<file path="src/rtl/bbc_pkg.sv">
// Package for the bracket balance checker: item types, result kinds, bracket codes,
// controller state and the command/status structs between controller and datapath.
// No dependencies.
package bbc_pkg;

  // Sizes
  localparam int unsigned STACK_DEPTH   = 32;
  localparam int unsigned POSITION_BITS = 16;
  localparam int unsigned PTR_W         = $clog2(STACK_DEPTH);
  localparam int unsigned LEVEL_W       = $clog2(STACK_DEPTH + 1);
  localparam int unsigned OUT_POS_W     = 16;
  localparam int unsigned ERR_W         = 16;

  // Bracket bytes
  localparam logic [7:0] CH_OPEN_ROUND   = 8'h28;  // (
  localparam logic [7:0] CH_CLOSE_ROUND  = 8'h29;  // )
  localparam logic [7:0] CH_OPEN_CURLY   = 8'h7B;  // {
  localparam logic [7:0] CH_CLOSE_CURLY  = 8'h7D;  // }
  localparam logic [7:0] CH_OPEN_SQUARE  = 8'h5B;  // [
  localparam logic [7:0] CH_CLOSE_SQUARE = 8'h5D;  // ]

  typedef enum logic [2:0] {
    KIND_UNMATCHED_CLOSE = 3'd0,
    KIND_MISMATCH        = 3'd1,
    KIND_UNMATCHED_OPEN  = 3'd2,
    KIND_OVERFLOW        = 3'd3,
    KIND_SUMMARY         = 3'd4
  } kind_e;

  typedef enum logic [1:0] {
    BR_ROUND  = 2'd0,
    BR_CURLY  = 2'd1,
    BR_SQUARE = 2'd2
  } bracket_e;

  typedef enum logic [1:0] {
    ST_IDLE    = 2'd0,
    ST_DRAIN   = 2'd1,
    ST_SUMMARY = 2'd2
  } state_e;

  typedef struct packed {
    logic [7:0] char_in;
    logic       has_char;
    logic       end_of_text;
  } in_item_t;

  typedef struct packed {
    kind_e                  kind;
    logic [OUT_POS_W-1:0]   position;
    logic [7:0]             open_bracket;
    logic [7:0]             close_bracket;
    logic [ERR_W-1:0]       error_count;
    logic                   last;
  } out_item_t;

  typedef struct packed {
    bracket_e             code;
    logic [OUT_POS_W-1:0] pos;
  } stack_entry_t;

  // Controller to datapath
  typedef struct packed {
    logic load_item;
    logic pop_drain;
    logic emit_summary;
  } cmd_t;

  // Datapath to controller
  typedef struct packed {
    logic slot_free;
    logic level_zero;
  } stat_t;

  function automatic logic is_open_char(logic [7:0] c);
    return (c == CH_OPEN_ROUND) || (c == CH_OPEN_CURLY) || (c == CH_OPEN_SQUARE);
  endfunction

  function automatic logic is_close_char(logic [7:0] c);
    return (c == CH_CLOSE_ROUND) || (c == CH_CLOSE_CURLY) || (c == CH_CLOSE_SQUARE);
  endfunction

  // Bracket kind of an opening or closing byte
  function automatic bracket_e code_of(logic [7:0] c);
    bracket_e r;
    r = BR_ROUND;
    if ((c == CH_OPEN_CURLY) || (c == CH_CLOSE_CURLY)) begin
      r = BR_CURLY;
    end else if ((c == CH_OPEN_SQUARE) || (c == CH_CLOSE_SQUARE)) begin
      r = BR_SQUARE;
    end
    return r;
  endfunction

  function automatic logic [7:0] open_char_of(bracket_e code);
    logic [7:0] r;
    unique case (code)
      BR_ROUND:  r = CH_OPEN_ROUND;
      BR_CURLY:  r = CH_OPEN_CURLY;
      BR_SQUARE: r = CH_OPEN_SQUARE;
      default:   r = 8'h00;
    endcase
    return r;
  endfunction

endpackage

</file>
<file path="src/rtl/bbc_ctrl.sv">
// Controller of the bracket balance checker: takes items, sequences the
// end-of-text drain and the summary. Depends on bbc_pkg.
module bbc_ctrl (
  input  logic          clk_i,
  input  logic          rst_ni,
  input  logic          in_valid_i,
  input  logic          end_of_text_i,
  output logic          in_ready_o,
  input  bbc_pkg::stat_t stat_i,
  output bbc_pkg::cmd_t  cmd_o
);

  bbc_pkg::state_e state_q, state_d;

  always_ff @(posedge clk_i or negedge rst_ni) begin
    if (!rst_ni) begin
      state_q <= bbc_pkg::ST_IDLE;
    end else begin
      state_q <= state_d;
    end
  end

  // Next state
  always_comb begin
    state_d = state_q;
    unique case (state_q)
      bbc_pkg::ST_IDLE: begin
        if (in_valid_i && stat_i.slot_free && end_of_text_i) begin
          state_d = bbc_pkg::ST_DRAIN;
        end
      end
      bbc_pkg::ST_DRAIN: begin
        if (stat_i.level_zero) begin
          state_d = bbc_pkg::ST_SUMMARY;
        end
      end
      bbc_pkg::ST_SUMMARY: begin
        if (stat_i.slot_free) begin
          state_d = bbc_pkg::ST_IDLE;
        end
      end
      default: state_d = bbc_pkg::ST_IDLE;
    endcase
  end

  // Outputs
  always_comb begin
    in_ready_o         = 1'b0;
    cmd_o              = '0;
    unique case (state_q)
      bbc_pkg::ST_IDLE: begin
        in_ready_o      = stat_i.slot_free;
        cmd_o.load_item = in_valid_i && stat_i.slot_free;
      end
      bbc_pkg::ST_DRAIN: begin
        cmd_o.pop_drain = !stat_i.level_zero && stat_i.slot_free;
      end
      bbc_pkg::ST_SUMMARY: begin
        cmd_o.emit_summary = stat_i.slot_free;
      end
      default: begin
        in_ready_o = 1'b0;
      end
    endcase
  end

endmodule

</file>
<file path="src/rtl/bbc_dpath.sv">
// Datapath of the bracket balance checker: bracket stack, position and error
// counters, result register. Driven by bbc_ctrl commands. Depends on bbc_pkg.
module bbc_dpath (
  input  logic               clk_i,
  input  logic               rst_ni,
  input  bbc_pkg::in_item_t  in_item_i,
  input  bbc_pkg::cmd_t      cmd_i,
  output bbc_pkg::stat_t     stat_o,
  output logic               out_valid_o,
  input  logic               out_ready_i,
  output bbc_pkg::out_item_t out_item_o
);

  localparam int unsigned LW = bbc_pkg::LEVEL_W;
  localparam int unsigned PW = bbc_pkg::PTR_W;
  localparam int unsigned QW = bbc_pkg::POSITION_BITS;
  localparam int unsigned EW = bbc_pkg::ERR_W;
  localparam int unsigned OW = bbc_pkg::OUT_POS_W;

  bbc_pkg::stack_entry_t stack_q [bbc_pkg::STACK_DEPTH];

  logic [LW-1:0] level_q, level_d;
  logic [QW-1:0] pos_q, pos_d;
  logic [EW-1:0] errs_q, errs_d;
  logic          out_valid_q, out_valid_d;
  bbc_pkg::out_item_t out_q;

  logic [LW-1:0]         level_m1;
  bbc_pkg::stack_entry_t top;
  bbc_pkg::stack_entry_t push_entry;
  logic                  push;
  logic                  err_inc;
  logic                  clear;
  logic                  res_valid;
  bbc_pkg::out_item_t    res;
  logic                  full;

  assign level_m1 = level_q - LW'(1);
  assign top      = stack_q[level_m1[PW-1:0]];
  assign full     = (level_q == LW'(bbc_pkg::STACK_DEPTH));

  assign push_entry.code = bbc_pkg::code_of(in_item_i.char_in);
  assign push_entry.pos  = OW'(pos_q);

  always_comb begin
    level_d   = level_q;
    pos_d     = pos_q;
    push      = 1'b0;
    err_inc   = 1'b0;
    clear     = 1'b0;
    res_valid = 1'b0;
    res       = '0;

    if (cmd_i.load_item && in_item_i.has_char) begin
      if (pos_q != '1) begin
        pos_d = pos_q + QW'(1);
      end
      if (bbc_pkg::is_open_char(in_item_i.char_in)) begin
        if (!full) begin
          push    = 1'b1;
          level_d = level_q + LW'(1);
        end else begin
          err_inc          = 1'b1;
          res_valid        = 1'b1;
          res.kind         = bbc_pkg::KIND_OVERFLOW;
          res.position     = OW'(pos_q);
          res.open_bracket = in_item_i.char_in;
        end
      end else if (bbc_pkg::is_close_char(in_item_i.char_in)) begin
        if (level_q == '0) begin
          err_inc           = 1'b1;
          res_valid         = 1'b1;
          res.kind          = bbc_pkg::KIND_UNMATCHED_CLOSE;
          res.position      = OW'(pos_q);
          res.close_bracket = in_item_i.char_in;
        end else begin
          level_d = level_m1;
          if (top.code != bbc_pkg::code_of(in_item_i.char_in)) begin
            err_inc           = 1'b1;
            res_valid         = 1'b1;
            res.kind          = bbc_pkg::KIND_MISMATCH;
            res.position      = OW'(pos_q);
            res.open_bracket  = bbc_pkg::open_char_of(top.code);
            res.close_bracket = in_item_i.char_in;
          end
        end
      end
    end

    if (cmd_i.pop_drain) begin
      level_d          = level_m1;
      err_inc          = 1'b1;
      res_valid        = 1'b1;
      res.kind         = bbc_pkg::KIND_UNMATCHED_OPEN;
      res.position     = top.pos;
      res.open_bracket = bbc_pkg::open_char_of(top.code);
    end

    if (cmd_i.emit_summary) begin
      level_d         = '0;
      pos_d           = '0;
      clear           = 1'b1;
      res_valid       = 1'b1;
      res.kind        = bbc_pkg::KIND_SUMMARY;
      res.error_count = errs_q;
      res.last        = 1'b1;
    end
  end

  always_comb begin
    errs_d = errs_q;
    if (clear) begin
      errs_d = '0;
    end else if (err_inc && (errs_q != '1)) begin
      errs_d = errs_q + EW'(1);
    end
  end

  always_comb begin
    out_valid_d = out_valid_q;
    if (res_valid) begin
      out_valid_d = 1'b1;
    end else if (out_ready_i) begin
      out_valid_d = 1'b0;
    end
  end

  always_ff @(posedge clk_i or negedge rst_ni) begin
    if (!rst_ni) begin
      level_q     <= '0;
      pos_q       <= '0;
      errs_q      <= '0;
      out_valid_q <= 1'b0;
    end else begin
      level_q     <= level_d;
      pos_q       <= pos_d;
      errs_q      <= errs_d;
      out_valid_q <= out_valid_d;
    end
  end

  // Stack and result payload: no reset
  always_ff @(posedge clk_i) begin
    if (push) begin
      stack_q[level_q[PW-1:0]] <= push_entry;
    end
    if (res_valid) begin
      out_q <= res;
    end
  end

  assign stat_o.slot_free  = !out_valid_q || out_ready_i;
  assign stat_o.level_zero = (level_q == '0);
  assign out_valid_o       = out_valid_q;
  assign out_item_o        = out_q;

endmodule

</file>
<file path="src/rtl/bracket_balance_checker_core.sv">
// A result caused by a byte is shown in the cycle after the item is accepted.
// Throughput: one item per cycle while the result register is free or being taken.
// After an end-of-text item no item is taken until the stack entries left have been
// drained, one result each, and the summary sent; each waits for a free result register.
// Reset (rst_ni, asynchronous, active low) empties the stack and clears the position
// and error counters and the result register's valid flag.
module bracket_balance_checker_core (
  input  logic               clk_i,
  input  logic               rst_ni,
  // Text items
  input  logic               in_valid_i,
  output logic               in_ready_o,
  input  bbc_pkg::in_item_t  in_item_i,
  // Result items
  output logic               out_valid_o,
  input  logic               out_ready_i,
  output bbc_pkg::out_item_t out_item_o
);

  // Command and status between the two halves
  bbc_pkg::cmd_t  cmd;
  bbc_pkg::stat_t stat;

  // Controller: accept items, walk the stack down at end of text, then send
  // the summary. An item is taken only while the result register is free or
  // is being emptied in the same cycle, so a result is never overwritten.
  bbc_ctrl u_ctrl (
    .clk_i         (clk_i),
    .rst_ni        (rst_ni),
    .in_valid_i    (in_valid_i),
    .end_of_text_i (in_item_i.end_of_text),
    .in_ready_o    (in_ready_o),
    .stat_i        (stat),
    .cmd_o         (cmd)
  );

  // Datapath: hold the bracket stack (kind code and position per entry),
  // advance the saturating position counter on every valid byte, count errors
  // with saturation and drop them after the summary, and hold the result.
  bbc_dpath u_dpath (
    .clk_i       (clk_i),
    .rst_ni      (rst_ni),
    .in_item_i   (in_item_i),
    .cmd_i       (cmd),
    .stat_o      (stat),
    .out_valid_o (out_valid_o),
    .out_ready_i (out_ready_i),
    .out_item_o  (out_item_o)
  );

endmodule

</file>
<file path="config.mk">
export PLATFORM = sky130hd
export DESIGN_NAME = bracket_balance_checker_core
export DESIGN_NICKNAME = d
export VERILOG_FILES = /design/src/rtl/bbc_pkg.sv /design/src/rtl/bbc_ctrl.sv /design/src/rtl/bbc_dpath.sv /design/src/rtl/bracket_balance_checker_core.sv
export SDC_FILE = /design/constraint.sdc
export NUM_CORES = 1
export LEC_CHECK = 0
export BUFFER_PORTS_ARGS = -buffer_cell sky130_fd_sc_hd__buf_2
export CELL_PAD_IN_SITES_DETAIL_PLACEMENT = 0
export CELL_PAD_IN_SITES_GLOBAL_PLACEMENT = 1
export CORE_UTILIZATION = 40
export CTS_BUF_LIST = sky130_fd_sc_hd__clkbuf_4 sky130_fd_sc_hd__clkbuf_8
export DETAILED_ROUTE_END_ITERATION = 6
export PLACE_DENSITY_LB_ADDON = 0.1
export SYNTH_ARGS = -nofsm -noshare
export SYNTH_HDL_FRONTEND = slang
export SYNTH_SLANG_ARGS = --single-unit
</file>
<file path="constraint.sdc">
create_clock -name clk_i -period 5.3 [get_ports clk_i]
set_clock_uncertainty 0.1 [all_clocks]
set_input_delay 0.795 -clock clk_i [delete_from_list [all_inputs] [get_ports clk_i]]
set_output_delay 0.795 -clock clk_i [all_outputs]
set_load 0.01 [all_outputs]
</file>
## After elaboration in Yosys (flattened, before gate mapping)

Memories as Yosys holds them, arrays and structs flattened.
Cells that the tools add are included.
W data, S select, Z words.

- Memory bits (read-only): 0
- Bits in writable memories: 576
- Bits of input ports: 14
- Output and inout port bits: 54
- Memories kept: 1
- Latch bits: 0
- Flip-flop bits (word level): 93
- Logic and storage cells: 120

- Magnitude comparators: 0
- Multiply operators: 0
- Bitwise logic cells: 2
- Reduce and logical (&&, ||, !) cells: 28
- Muxes and demuxes: 54
- Div/mod/pow operators: 0
- Equality and inequality tests: 19
- Shift-type cells: 0
- Add/sub/neg operators: 4

Memories:

| name | depth | bits a word | read ports | clocked after memory_dff | wr ports | RTL line | text |
|---|---|---|---|---|---|---|---|
| u_dpath.stack_q | 32 | 18 | 1 | 0 | 1 | bbc_dpath.sv:20 | `bbc_pkg::stack_entry_t stack_q [bbc_pkg::STACK_DEPTH];` |

Operators by type and width:

| cell | number |
|---|---|
| $mux W16 | 5 |
| $mux W35 | 2 |
| $mux W27 | 2 |
| $mux W6 | 7 |
| $mux W33 | 1 |
| $add A16 B1 Y16 const B | 2 |
| $eq A8 B7 Y1 const B | 4 |
| $ne A16 B16 Y1 const B | 2 |
| $mux W26 | 1 |
| $mux W8 | 3 |
| $mux W1 | 21 |
| $pmux W7 S3 | 1 |
| $mux W19 | 1 |
| $mux W2 | 9 |
| $eq A8 B6 Y1 const B | 2 |
| $reduce_bool A2 Y1 | 4 |
| $logic_or A1 B1 Y1 | 7 |
| $add A6 B1 Y6 const B | 1 |
| $eq A6 B6 Y1 const B | 1 |
| $logic_not A6 Y1 | 1 |
| $ne A2 B1 Y1 const B | 3 |
| $pmux W2 S3 | 1 |
| $reduce_or A3 Y1 | 2 |
| $sub A6 B1 Y6 const B | 1 |
| other kinds (14) | 23 |

## Depth between registers and ports, before layout

- Word-level depth: 18
- Depth in mapped cells: 18

## Modules after synthesis

A second synthesis with hierarchy kept.

- Cell total of the unflattened synthesis: 1352
- Area, all modules: 26804.5 sq um

By module, submodules not included:

| module | area an instance (sq um) | instances | cells each |
|---|---|---|---|
| bbc_dpath | 26685.6 | 1 | 1337 |
| bbc_ctrl | 118.9 | 1 | 15 |

## Worst setup path before layout

No wires, ideal clock.

- Path kind: input to register
- Start: input in_item_i[9] (netlist name)
- End: register u_dpath.out_valid_q (netlist: u_dpath.out_valid_o)
- Stages on the path: 6
- Path slack: -0.661 ns
- Buffers on the path: 0
- Data arrival time: 5.719 ns
- Cells stage by stage: nand3b_1 -> nor4_1 -> and3_4 -> o41a_1 -> nand3_1 -> or2_2

RTL lines:

| item | RTL line | text |
|---|---|---|
| from (decl) | bracket_balance_checker_core.sv:13 | `input bbc_pkg::in_item_t in_item_i,` |
| to (signal assigned) | bbc_dpath.sv:138 | `out_valid_q <= out_valid_d;` |
| to (decl) | bbc_dpath.sv:25 | `logic out_valid_q, out_valid_d;` |

## Final worst setup path

- Start: register u_dpath.level_q[0]
- End: register u_dpath.out_q, in the netlist u_dpath.out_item_o[28], enable pin

- Word-level cells in the longest chain between the ends: 10

RTL lines:

| item | RTL line | text |
|---|---|---|
| from (decl) | bbc_dpath.sv:22 | `logic [LW-1:0] level_q, level_d;` |
| from (signal assigned) | bbc_dpath.sv:135 | `level_q <= level_d;` |
| $sub A6 B1 Y6 | bbc_dpath.sv:38 | `assign level_m1 = level_q - LW'(1);` |
| $mem_v2 Z32 W18 | -- |  |
| $ne A2 B2 Y1 | bbc_dpath.sv:78 | `if (top.code != bbc_pkg::code_of(in_item_i.char_in)) begin` |
| $mux W1 | bbc_dpath.sv:78 |  |
| $mux W1 | bbc_dpath.sv:70 | `if (level_q == '0) begin` |
| $mux W1 | bbc_dpath.sv:69 | `end else if (bbc_pkg::is_close_char(in_item_i.char_in)) begin` |
| $mux W1 | bbc_dpath.sv:58 | `if (bbc_pkg::is_open_char(in_item_i.char_in)) begin` |
| $mux W1 | bbc_dpath.sv:54 | `if (cmd_i.load_item && in_item_i.has_char) begin` |
| $mux W1 * | bbc_dpath.sv:90 | `if (cmd_i.pop_drain) begin` |
| $mux W1 * | bbc_dpath.sv:99 | `if (cmd_i.emit_summary) begin` |
| to (signal assigned) | bbc_dpath.sv:148 | `out_q <= res;` |
| to (decl) | bbc_dpath.sv:26 | `bbc_pkg::out_item_t out_q;` |

Mark *: on every way between the ends. The rest lies on a longest branch, timed or not.
A chain may end at the register's enable or synchronous reset.

==> results.py <==
metrics = {
    "global_route": {
        "grt_first_pass_wirelength_mm": 94.7,
        "antenna_found_initial": 2,
        "grt_max_degree": 87,
        "track_usage_pct": 19.5,
        "gr-total-overflow": 0,
        "grt_pass1_vias": 14000,
    },
    "place": {
        "dp_slack_ns": 1.10,
        "place.gp.congestion": 0.786,
        "dp.cells": 2255,
        "io_buffers": 67,
        "hpwl_mm": 35.7,
        "placed_area_um2": 28500,
    },
    "sta": {
        "fin_crit_sh_pct": 79.3,
        "slew_headroom_pct": 18.4,
        "final.setup.tns_ns": 0,
        "max_freq_mhz": 238,
        "worst_slack_ns": 1.10,
        "setup_viol": 0,
        "tightest_slew_ns": 1.22,
        "hold_viol": 0,
        "rsz0062_at_grt": "no",
        "fin_crit_ns": 4.20,
        "maxSlewViolCount": 0,
    },
    "synthesis": {
        "synth_cell_type_count": 57,
        "ys_warn_count": 0,
        "synth-seq-area-share_pct": 74.7,
        "synth_top_area_share_pct": 70.9,
        "synthCells": 1317,
        "yosys-top-cells-area": "edfxtp_1 71%, mux4_2 14%, dfrtp_1 3.9%",
        "synth_seq_cells": 669,
        "synth_top_area_cell": "edfxtp_1",
        "async_flop_share_pct": 6.13,
        "synth_ff_type": "edfxtp_1",
        "synth_edf_count": 628,
        "synth.cell_area_um2": 26600,
        "syn_area_per_cell_um2": 20.2,
    },
    "worst_hold_path": {
        "hold_path_class": "input port to asynchronous set/reset pin",
    },
    "clocking": {
        "hold_buffers": 0,
        "clock_sinks": 669,
        "cts_tree": "built",
        "root_buffer": "clkbuf_8",
        "cts_resized": 0,
        "clk_path_buf_depth": 3,
        "cts_setup_buffers": 0,
        "clk_latency_ns": 0.70,
        "cts_buffers": 112,
        "h-tree-depth": 3,
        "clk_pin_slew_ns": 0.06,
    },
    "route": {
        "drt_iter0_markers": 923,
        "post_drt_wl_per_cell_um": 25.9,
        "vias": 13200,
        "viasPerCell": 5.35,
        "drt-total-wl_mm": 63.8,
        "antenna_left": 0,
        "dr.pass1.iters": 5,
        "drc_errors": 0,
    },
    "setup_path": {
        "path_buf_inv": 4,
        "slowest_stage": "dfrtp_4",
        "crit_type": "flip-flop to flip-flop",
        "critical_path_required_ns": 5.63,
        "worst_path_largest_cell_delay_ns": 0.49,
        "cp_cell_sequence": "inv_1 > ha_1 > nor3b_2 > xor2_4 > buf_4 > nand3_1 > and4_4 > nor3_1 > o41a_1 > buf_4 > nand3_4 > buf_4",
        "worst-path-max-fanout": 28,
        "crit_top_cell": "buf_4",
        "end_kind": "flip-flop",
        "worst_path_dominant_cell_family": "simple AND/OR/NAND/NOR gates",
        "cp.arrival_ns": 4.53,
        "startpoint_type": "flip-flop",
    },
    "pwr": {
        "power_density_nw_per_um2": 506,
        "max-vdd-ir-drop_mv": 0.368,
        "leakage_uw": 0.0110,
        "total_power_uw": 15600,
    },
    "cells_and_area": {
        "layout.nets": 1529,
        "area_growth_pct": 15.8,
        "drive_gt1_share_pct": 33.6,
        "finalNonFillerCells": 2467,
        "fin_area_um2": 30800,
    },
    "floorplanning": {
        "io_pins": 68,
        "die_width_um": 260,
        "fp.dieH_um": 260,
        "coreArea_um2": 65700,
        "row_count": 94,
        "die_area_um2": 67600,
        "start_util_pct": 40.5,
    },
    "job": {
        "max_cap_viol_count": 0,
    },
    "status": {
        "status": "finished, final reports clean",
    },
}
-- through the flow --
| step | utilization (%) | hold WS [ns] |
|---|---|---|
| 3_3_place_gp | 43.3 | 0.368 |
| 5_1_grt | 46.9 | 0.179 |
| 3_5_place_dp | 43.3 | 0.378 |
| 4_1_cts | 46.9 | 0.152 |
| 6_report | 46.9 | 0.213 |
| 2_1_floorplan | - | 0.340 |
-- worst paths after layout --
kind / startpoint / to / slack, ns / depth (start not counted)
hold reg to reg: u_ctrl.state_q[1]$_DFFE_PN0P_ / u_ctrl.state_q[0]$_DFFE_PN0P_ / 0.39 / 1
setup / recovery: u_dpath.level_q[0]$_DFFE_PN0P_ / u_dpath.out_item_o[28]$_DFFE_PP_ / 1.10 / 12
setup reg to reg: u_dpath.level_q[0]$_DFFE_PN0P_ / u_dpath.out_item_o[28]$_DFFE_PP_ / 1.10 / 12
max in group asynchronous: rst_ni / u_dpath.level_q[0]$_DFFE_PN0P_ / 4.08 / 1
min in group clk_i: out_ready_i / u_ctrl.state_q[1]$_DFFE_PN0P_ / 0.22 / 2
hold / removal: rst_ni / u_dpath.out_valid_o$_DFFE_PN0P_ / 0.21 / 1
-- cell usage in the layout, fill, tap and decap left out, drive strengths merged, types with 2 or more instances in the layout --
cell type and instances:
nor3 15, xor2 3, or3b 2, and3 14, o32ai 2, conb 4
clkinv 35, nor4 6, and4 7, nand2 54, nand4 2, edfxtp 628
bufinv 2, nand3 22, buf 131, nand2b 5, inv 20, nor2b 2
nor2 64, a31oi 2, o21ai 32, o31ai 2, xnor2 15, or3 7
mux2i 63, o2111a 2, dfrtp 41, o2111ai 4, o22ai 9, mux4 168
and2 21, clkinvlp 2, a211oi 3, clkbuf 170, nand3b 4, o211ai 3
a21oi 15, or2 2, ha 10
-- registers in the layout (all words and copies together) (netlist names) --
signal and cells:
u_dpath.out_valid_o 1, u_ctrl.state_q 2, u_dpath.level_q 6, u_dpath.stack_q 576, u_dpath.errs_q 16, u_dpath.pos_q 16, u_dpath.out_item_o 52
-- cell usage after synthesis (2+ instances only) --
master     count
a211oi_2       2
a21oi_1       15
a31oi_1        2
and2_1        20
and3_1        13
and4_1         6
buf_1         17
buf_2          5
buf_4          3
buf_6          4
clkbuf_1      31
dfrtp_1       41
edfxtp_1     628
ha_1          10
inv_1         17
mux2i_1       63
mux4_2       168
nand2_1       54
nand2b_1       5
nand3_1       22
nand3b_1       4
nand4_1        2
nor2_1        64
nor2b_1        2
nor3_1        14
nor4_1         6
o2111a_1       2
o2111ai_1      4
o211ai_1       3
o21ai_0       16
o21ai_1       16
o22ai_1        9
o31ai_1        2
o32ai_1        2
or2_2          2
or3_1          7
or3b_2         2
xnor2_1       14
xor2_1         2
-- routing by layer --
metal / track usage (%) / vias to the layer above / routed length (um)
li1: - / 5805 / -
met1: 26.5 / 7007 / 28100
met2: 32.4 / 304 / 31700
met3: 3.05 / 85 / 2690
met4: 6.00 / 0 / 1280
met5: 0 / - / 0
-- cell families (layout without fill, tap and decap cells) --
family          after synthesis  in the layout  synth area share (%)
buf+inv                      78            360                  1.28
xor+xnor                     18             18                 0.649
other cells                   1              5                0.0141
mux                         231            231                  16.6
compound gates               80             80                  1.97
simple gates                230            230                  4.32
flops                       669            669                  74.7
fa+ha+maj                    10             10                 0.470
-- power by group --
| part | leakage, uW | total (uW) | internal, uW | switching (uW) |
|---|---|---|---|---|
| Combinational | 0.00282 | 4520 | 1920 | 2600 |
| Clock | 0.00123 | 4620 | 2590 | 2040 |
| Sequential | 0.00695 | 6440 | 6190 | 252 |
| Total | 0.0110 | 15600 | 10700 | 4890 |
-- cell type report --
cell class,count,area [um^2]
fill,5633,34900
sequential,669,19900
multi-input combinational,573,6580
clock buffer,170,2070
tap,864,1080
timing repair buffer,131,878
clock inverter,41,245
inverter,18,67.6
antenna,1,2.50
Power figures use the tool's default switching activity.
